$ cat src/sv/adam_parameter_update_defines.svh
// ----------------------------------------------------------------------------
// Adam parameter update - assertion macros
// Concurrent check wrappers for the files that assert.
// ----------------------------------------------------------------------------
`ifndef ADAM_PARAMETER_UPDATE_DEFINES_SVH
`define ADAM_PARAMETER_UPDATE_DEFINES_SVH

// antecedent implies consequent in the same cycle
`define APU_ASSERT_IMP(label, clk, rstn, ante, cons, msg) \
    label: assert property (@(posedge clk) disable iff (!rstn) (ante) |-> (cons)) \
        else $error(msg);

// antecedent implies consequent in the next cycle
`define APU_ASSERT_NXT(label, clk, rstn, ante, cons, msg) \
    label: assert property (@(posedge clk) disable iff (!rstn) (ante) |=> (cons)) \
        else $error(msg);

`endif

$ cat src/sv/apu_pkg.sv
// ----------------------------------------------------------------------------
// Adam parameter update - package
// Shared constants, request codes and arithmetic unit command types.
// ----------------------------------------------------------------------------
`timescale 1ns / 1ps
`default_nettype none

package apu_pkg;

    localparam int TABLE_DEPTH_DEF = 1024;
    localparam int VALUE_WIDTH_DEF = 32;
    localparam int IDX_W           = 10;
    localparam int TYPE_W          = 2;
    localparam int CFG_W           = 32;
    localparam int CFG_IDX_W       = 2;
    localparam int XW              = 64;       // internal datapath width
    localparam int HW              = XW / 2;   // multiplier operand width
    localparam int FRAC_BITS       = 24;

    localparam logic [XW-1:0] ONE_Q32 = XW'(64'h1_0000_0000);

    localparam logic [CFG_W-1:0] LR_RST  = 32'd4294967;
    localparam logic [CFG_W-1:0] B1_RST  = 32'd3865470566;
    localparam logic [CFG_W-1:0] B2_RST  = 32'd4290672329;
    localparam logic [CFG_W-1:0] EPS_RST = 32'd43;

    localparam logic [CFG_IDX_W-1:0] CFG_LR    = 2'd0;
    localparam logic [CFG_IDX_W-1:0] CFG_BETA1 = 2'd1;
    localparam logic [CFG_IDX_W-1:0] CFG_BETA2 = 2'd2;
    localparam logic [CFG_IDX_W-1:0] CFG_EPS   = 2'd3;

    typedef enum logic [TYPE_W-1:0] {
        REQ_LOAD   = 2'd0,
        REQ_GRAD   = 2'd1,
        REQ_ADV    = 2'd2,
        REQ_IGNORE = 2'd3
    } req_t;

    typedef enum logic [1:0] {
        OP_MUL,
        OP_DIV,
        OP_SQRT
    } arith_op_t;

    typedef struct packed {
        logic      start;
        arith_op_t op;
    } arith_cmd_t;

    typedef struct packed {
        logic done;
        logic div_sat;
    } arith_stat_t;

endpackage

`default_nettype wire

$ cat src/sv/apu_arith.sv
// ----------------------------------------------------------------------------
// Adam parameter update - shared arithmetic unit
// 64x64 multiply from four registered 32x32 partial products, restoring
// 128/64 divide of (a << 32) by b, and 64-bit integer root of (a << 40),
// both one bit a cycle through a single shared subtractor.
// ----------------------------------------------------------------------------
`timescale 1ns / 1ps
`default_nettype none

module apu_arith
    import apu_pkg::*;
(
    input  wire logic          aclk,
    input  wire logic          aresetn,
    input  wire arith_cmd_t    cmd,
    input  wire logic [XW-1:0] opa,
    input  wire logic [XW-1:0] opb,
    output arith_stat_t        stat,
    output logic [2*XW-1:0]    prod,
    output logic [XW-1:0]      quo
);

    localparam int CW = $clog2(XW);
    localparam logic [CW-1:0] MUL_LAST = CW'(4);
    localparam logic [CW-1:0] ITER_LAST = CW'(XW - 1);

    arith_op_t        op_reg;
    logic             busy_reg;
    logic             done_reg;
    logic             dsat_reg;
    logic [CW-1:0]    cnt_reg;
    logic [XW-1:0]    a_reg;
    logic [XW-1:0]    b_reg;
    logic [XW-1:0]    pp_reg;
    logic [1:0]       kp_reg;
    logic [2*XW-1:0]  acc_reg;
    logic [2*XW-1:0]  sh_reg;
    logic [XW+2:0]    rem_reg;
    logic [XW-1:0]    q_reg;

    logic [HW-1:0]    a_half;
    logic [HW-1:0]    b_half;
    logic [XW-1:0]    pp_c;
    logic [2*XW-1:0]  pp_sh;
    logic [XW+2:0]    minu;
    logic [XW+2:0]    subt;
    logic [XW+3:0]    diff;
    logic             ge;
    logic             div_ovf;

    // partial product k: a half k[1], b half k[0]
    assign a_half = cnt_reg[1] ? a_reg[XW-1:HW] : a_reg[HW-1:0];
    assign b_half = cnt_reg[0] ? b_reg[XW-1:HW] : b_reg[HW-1:0];
    assign pp_c   = a_half * b_half;

    // quotient would not fit: clamp at once
    assign div_ovf = (XW'(opa[XW-1:HW]) >= opb);

    always_comb begin
        case (kp_reg)
            2'd0:    pp_sh = {{XW{1'b0}}, pp_reg};
            2'd3:    pp_sh = {pp_reg, {XW{1'b0}}};
            default: pp_sh = {{HW{1'b0}}, pp_reg, {HW{1'b0}}};
        endcase
    end

    // shared subtractor: divide brings in one bit, root brings in two
    always_comb begin
        if (op_reg == OP_SQRT) begin
            minu = {rem_reg[XW:0], sh_reg[2*XW-1 -: 2]};
            subt = {1'b0, q_reg, 2'b01};
        end else begin
            minu = {rem_reg[XW+1:0], sh_reg[2*XW-1]};
            subt = {3'b000, b_reg};
        end
        diff = {1'b0, minu} - {1'b0, subt};
        ge   = !diff[XW+3];
    end

    always_ff @(posedge aclk) begin
        if (!aresetn) begin
            busy_reg <= 1'b0;
            done_reg <= 1'b0;
            dsat_reg <= 1'b0;
            op_reg   <= OP_MUL;
            cnt_reg  <= '0;
        end else begin
            if (cmd.start) begin
                op_reg   <= cmd.op;
                a_reg    <= opa;
                b_reg    <= opb;
                cnt_reg  <= '0;
                acc_reg  <= '0;
                case (cmd.op)
                    OP_DIV: begin
                        rem_reg  <= (XW+3)'(opa[XW-1:HW]);
                        sh_reg   <= {opa[HW-1:0], (XW+HW)'(0)};
                        q_reg    <= div_ovf ? '1 : '0;
                        dsat_reg <= div_ovf;
                        busy_reg <= !div_ovf;
                        done_reg <= div_ovf;
                    end
                    OP_SQRT: begin
                        rem_reg  <= '0;
                        sh_reg   <= {opa, XW'(0)} >> FRAC_BITS;
                        q_reg    <= '0;
                        dsat_reg <= 1'b0;
                        busy_reg <= 1'b1;
                        done_reg <= 1'b0;
                    end
                    default: begin
                        rem_reg  <= '0;
                        sh_reg   <= '0;
                        q_reg    <= '0;
                        dsat_reg <= 1'b0;
                        busy_reg <= 1'b1;
                        done_reg <= 1'b0;
                    end
                endcase
            end else if (busy_reg) begin
                cnt_reg <= cnt_reg + CW'(1);
                case (op_reg)
                    OP_MUL: begin
                        if (cnt_reg < MUL_LAST) begin
                            pp_reg <= pp_c;
                            kp_reg <= cnt_reg[1:0];
                        end
                        if (cnt_reg != '0) begin
                            acc_reg <= acc_reg + pp_sh;
                        end
                        busy_reg <= (cnt_reg != MUL_LAST);
                        done_reg <= (cnt_reg == MUL_LAST);
                    end
                    OP_DIV, OP_SQRT: begin
                        rem_reg  <= ge ? diff[XW+2:0] : minu;
                        q_reg    <= {q_reg[XW-2:0], ge};
                        sh_reg   <= (op_reg == OP_SQRT) ? (sh_reg << 2) : (sh_reg << 1);
                        busy_reg <= (cnt_reg != ITER_LAST);
                        done_reg <= (cnt_reg == ITER_LAST);
                    end
                    default: begin
                        busy_reg <= 1'b0;
                        done_reg <= 1'b1;
                    end
                endcase
            end else begin
                done_reg <= 1'b0;
            end
        end
    end

    assign stat.done    = done_reg;
    assign stat.div_sat = dsat_reg;
    assign prod         = acc_reg;
    assign quo          = q_reg;

endmodule

`default_nettype wire

$ cat config.mk
export PLATFORM = sky130hd
export DESIGN_NAME = apu_arith
export DESIGN_NICKNAME = d
export VERILOG_FILES = /design/src/sv/adam_parameter_update_defines.svh /design/src/sv/apu_pkg.sv /design/src/sv/apu_arith.sv
export SDC_FILE = /design/constraint.sdc
export NUM_CORES = 2
export LEC_CHECK = 0
export BUFFER_PORTS_ARGS = -buffer_cell sky130_fd_sc_hd__buf_2
export CAP_MARGIN = 10
export CORE_ASPECT_RATIO = 1.1
export CORE_MARGIN = 8
export CORE_UTILIZATION = 58
export CTS_CLUSTER_DIAMETER = 100
export DETAILED_ROUTE_END_ITERATION = 8
export PLACE_DENSITY = 0.79
export SETUP_SLACK_MARGIN = 0.5
export SLEW_MARGIN = 25
export SYNTH_ARGS = -nofsm -noshare
export SYNTH_HDL_FRONTEND = slang
export SYNTH_SLANG_ARGS = --single-unit
$ cat constraint.sdc
create_clock -name aclk -period 13.1 [get_ports aclk]
set_input_delay 2.62 -clock aclk [delete_from_list [all_inputs] [get_ports aclk]]
set_output_delay 2.62 -clock aclk [all_outputs]
set_load 0.02 [all_outputs]
==> impl_metrics.yaml <==
global_route:
  grt_overflow: 0
  grt_max_degree: 125
  grt_pass1_wl_um: 373000
  antenna_found_initial: 13
  grt_usage_pct: 37.1
  grt_pass1_vias: 61472
sta:
  rsz0062_at_grt: "false"
  min_period_over_period_pct: 77.2
  worst_pin_slew_ns: 1.22
  setup-violations-final: 0
  finalHoldViolations: 0
  relSlewSlack_pct: 18.2
  fmaxAchievable_ghz: 0.0989
  skew_ns: 0.0545
  setup_tns_ns: 0
  slew_violations: 0
  period_minus_slack_ns: 10.12
clock_network:
  cts_setup_buffers: 0
  cts-root-buf: "clkbuf_16"
  cts_max_level: 3
  numCtsBuffers: 68
  insertion_delay_ns: 0.69
  clk_pin_slew_ns: 0.06
  cts_buffer_depth: 3
  cts_resized: 0
  cts.sinks: 551
  tritoncts: "done"
  cts_hold_buf: 0
drt:
  avgRoutedWirePerCell_um: 26.9
  ant_nets: 0
  drc: 0
  vias: 59667
  postRouteWirelength_um: 251000
  via_per_inst: 6.40
  drt_pass1_iterations: 7
  drt_iter0_drc: 6770
worst_setup_path:
  end_kind: "flip-flop"
  startpoint: "cnt_reg[1]$_SDFFE_PN0P_"
  cp_common_cell: "fa_1"
  reg2reg_from: "cnt_reg[1]$_SDFFE_PN0P_"
  crit_slowest_cell: "dfxtp_4"
  path_max_fanout: 36
  crit_arrival_ns: 10.54
  slowest_delay_ns: 0.75
  critical_path.startpoint_type: "flip-flop"
  crit_type: "flip-flop to flip-flop"
  cp.required_ns: 13.52
yosys:
  synth_top_area_share_pct: 25.6
  synth-seq-cells: 551
  synth_area_leaders: "fa_1 26%, edfxtp_1 23%, ha_1 8.9%"
  syn_nets: 9156
  synth_seq_area_share_pct: 23.4
  async_flop_share_pct: 0
  yosysTopAreaCell: "fa_1"
  synth_cells: 7628
  syn_avg_cell_area_um2: 9.20
  synth_edf_count: 540
  ys_types: 86
  synthFlopType: "edfxtp_1"
  synth_warnings: 0
  syn_area_mm2: 0.0702
die:
  dieArea_mm2: 0.132
  initial_core_util_pct: 58.1
  fp-row-count: 134
  die_h_um: 381
  ios: 327
  die_x_um: 348
  core_mm2: 0.121
placement:
  place_congestion: 1.04
  dpl-instance-area_mm2: 0.0732
  port_buffers: 326
  dp_hpwl_um: 193000
final_layout:
  final_nets: 9227
  design_area_mm2: 0.0756
  drive_gt1_share_pct: 9.87
  multi_input_area_mm2: 0.0485
  final_common_cell: "inv_1"
  area_growth_pct: 7.76
  nFillCells: 10034
  largest_register_ffs: 128
  seq_area_mm2: 0.0164
  final_cell_mix: "1045 x inv_1, 898 x fa_1, 895 x nor2_1"
min_path:
  min_path_type: "flip-flop to flip-flop"
  holdCritStartpoint: "dsat_reg$_SDFFE_PN0P_"
flow_run:
  cap_violations: 0
outcome:
  outcome: "finished clean"
## path summary, 6_finish.rpt
| check | slack (ns) | to | cells past startpoint |
|---|---|---|---|
| max | 2.98 | pp_reg[61]$_DFFE_PP_ | 30 |
| max reg2reg | 2.98 | pp_reg[61]$_DFFE_PP_ | 30 |
| min | 0.47 | dsat_reg$_SDFFE_PN0P_ | 2 |
| min reg2reg | 0.47 | dsat_reg$_SDFFE_PN0P_ | 2 |
## routing by layer
layer | up-vias | part of all wire (%) | GRT usage [%] | wire [um]
met3 | 1088 | 11 | 10.4 | 28800
met1 | 29315 | 35 | 44.4 | 87800
met5 | - | 0.025 | 0 | 63
met4 | 10 | 9.0 | 26.7 | 22700
met2 | 3767 | 44 | 57.4 | 112000
li1 | 25487 | - | - | -
## cells in the mapped netlist (17+ instances only)
master	number
o21bai_1	75
fa_1	898
nor2_1	895
and3_1	30
nor3_1	82
a21o_1	143
edfxtp_1	540
buf_1	34
clkbuf_1	362
ha_1	497
a22o_1	33
nand4_1	105
mux2_2	132
xor2_1	86
nand2b_1	32
a221o_1	29
o21a_1	34
or3_1	17
o21ai_0	400
xnor2_1	144
mux2i_1	218
a21oi_1	405
or2_2	22
a21boi_0	22
o211ai_1	25
nand2_1	799
nand3_1	85
a211oi_1	22
buf_2	19
nor4_1	18
nor2b_1	40
a31oi_1	50
and2_1	93
inv_1	1045
o31ai_1	20
## critical path, delay by kind of cell, from the launching register on
family,cells,cell delay [ns]
AOI/OAI and AO/OA,5,1.48
xor gates and xnor gates,1,0.06
adders and majority gates,9,3.97
buffers and inverters,8,1.46
DFF,1,0.75
muxes,1,0.69
and+or+nand+nor,6,1.40
## cells by family after synthesis
group / Yosys count / share of synthesized area, %
fa+ha+maj: 1395 / 34.5
xor+xnor: 230 / 2.87
compound gates: 1384 / 12.2
mux: 352 / 5.26
simple gates: 2252 / 13.8
flops: 551 / 23.4
buf+inv: 1464 / 7.88
## through the flow
| step | hold slack, ns | util (%) | std cells | worst slack (ns) |
|---|---|---|---|---|
| CTS | 0.473 | 62.6 | 9311 | 3.21 |
| detailed placement | 0.465 | 60.7 | 9191 | 3.24 |
| global placement | 0.451 | 60.6 | 9190 | 3.47 |
| finish | 0.466 | 62.6 | 9321 | 2.98 |
| floorplan | 0.432 | - | 7628 | 2.10 |
| global route | 0.509 | 62.6 | 9316 | 2.55 |
## cell type report
cell class	count	share of cell area [%]
multi-input cells	5613	64.2
clock inverters	45	0.768
flip-flops and latches	551	21.7
clock buffers	75	2.29
diodes	8	0.0265
repair buffers	419	3.20
inverters	1046	5.19
well taps	1564	2.59
Power is left out: the tool's default activity adds up to more than one toggle a clock period on the data nets, which glitch-free logic cannot reach.
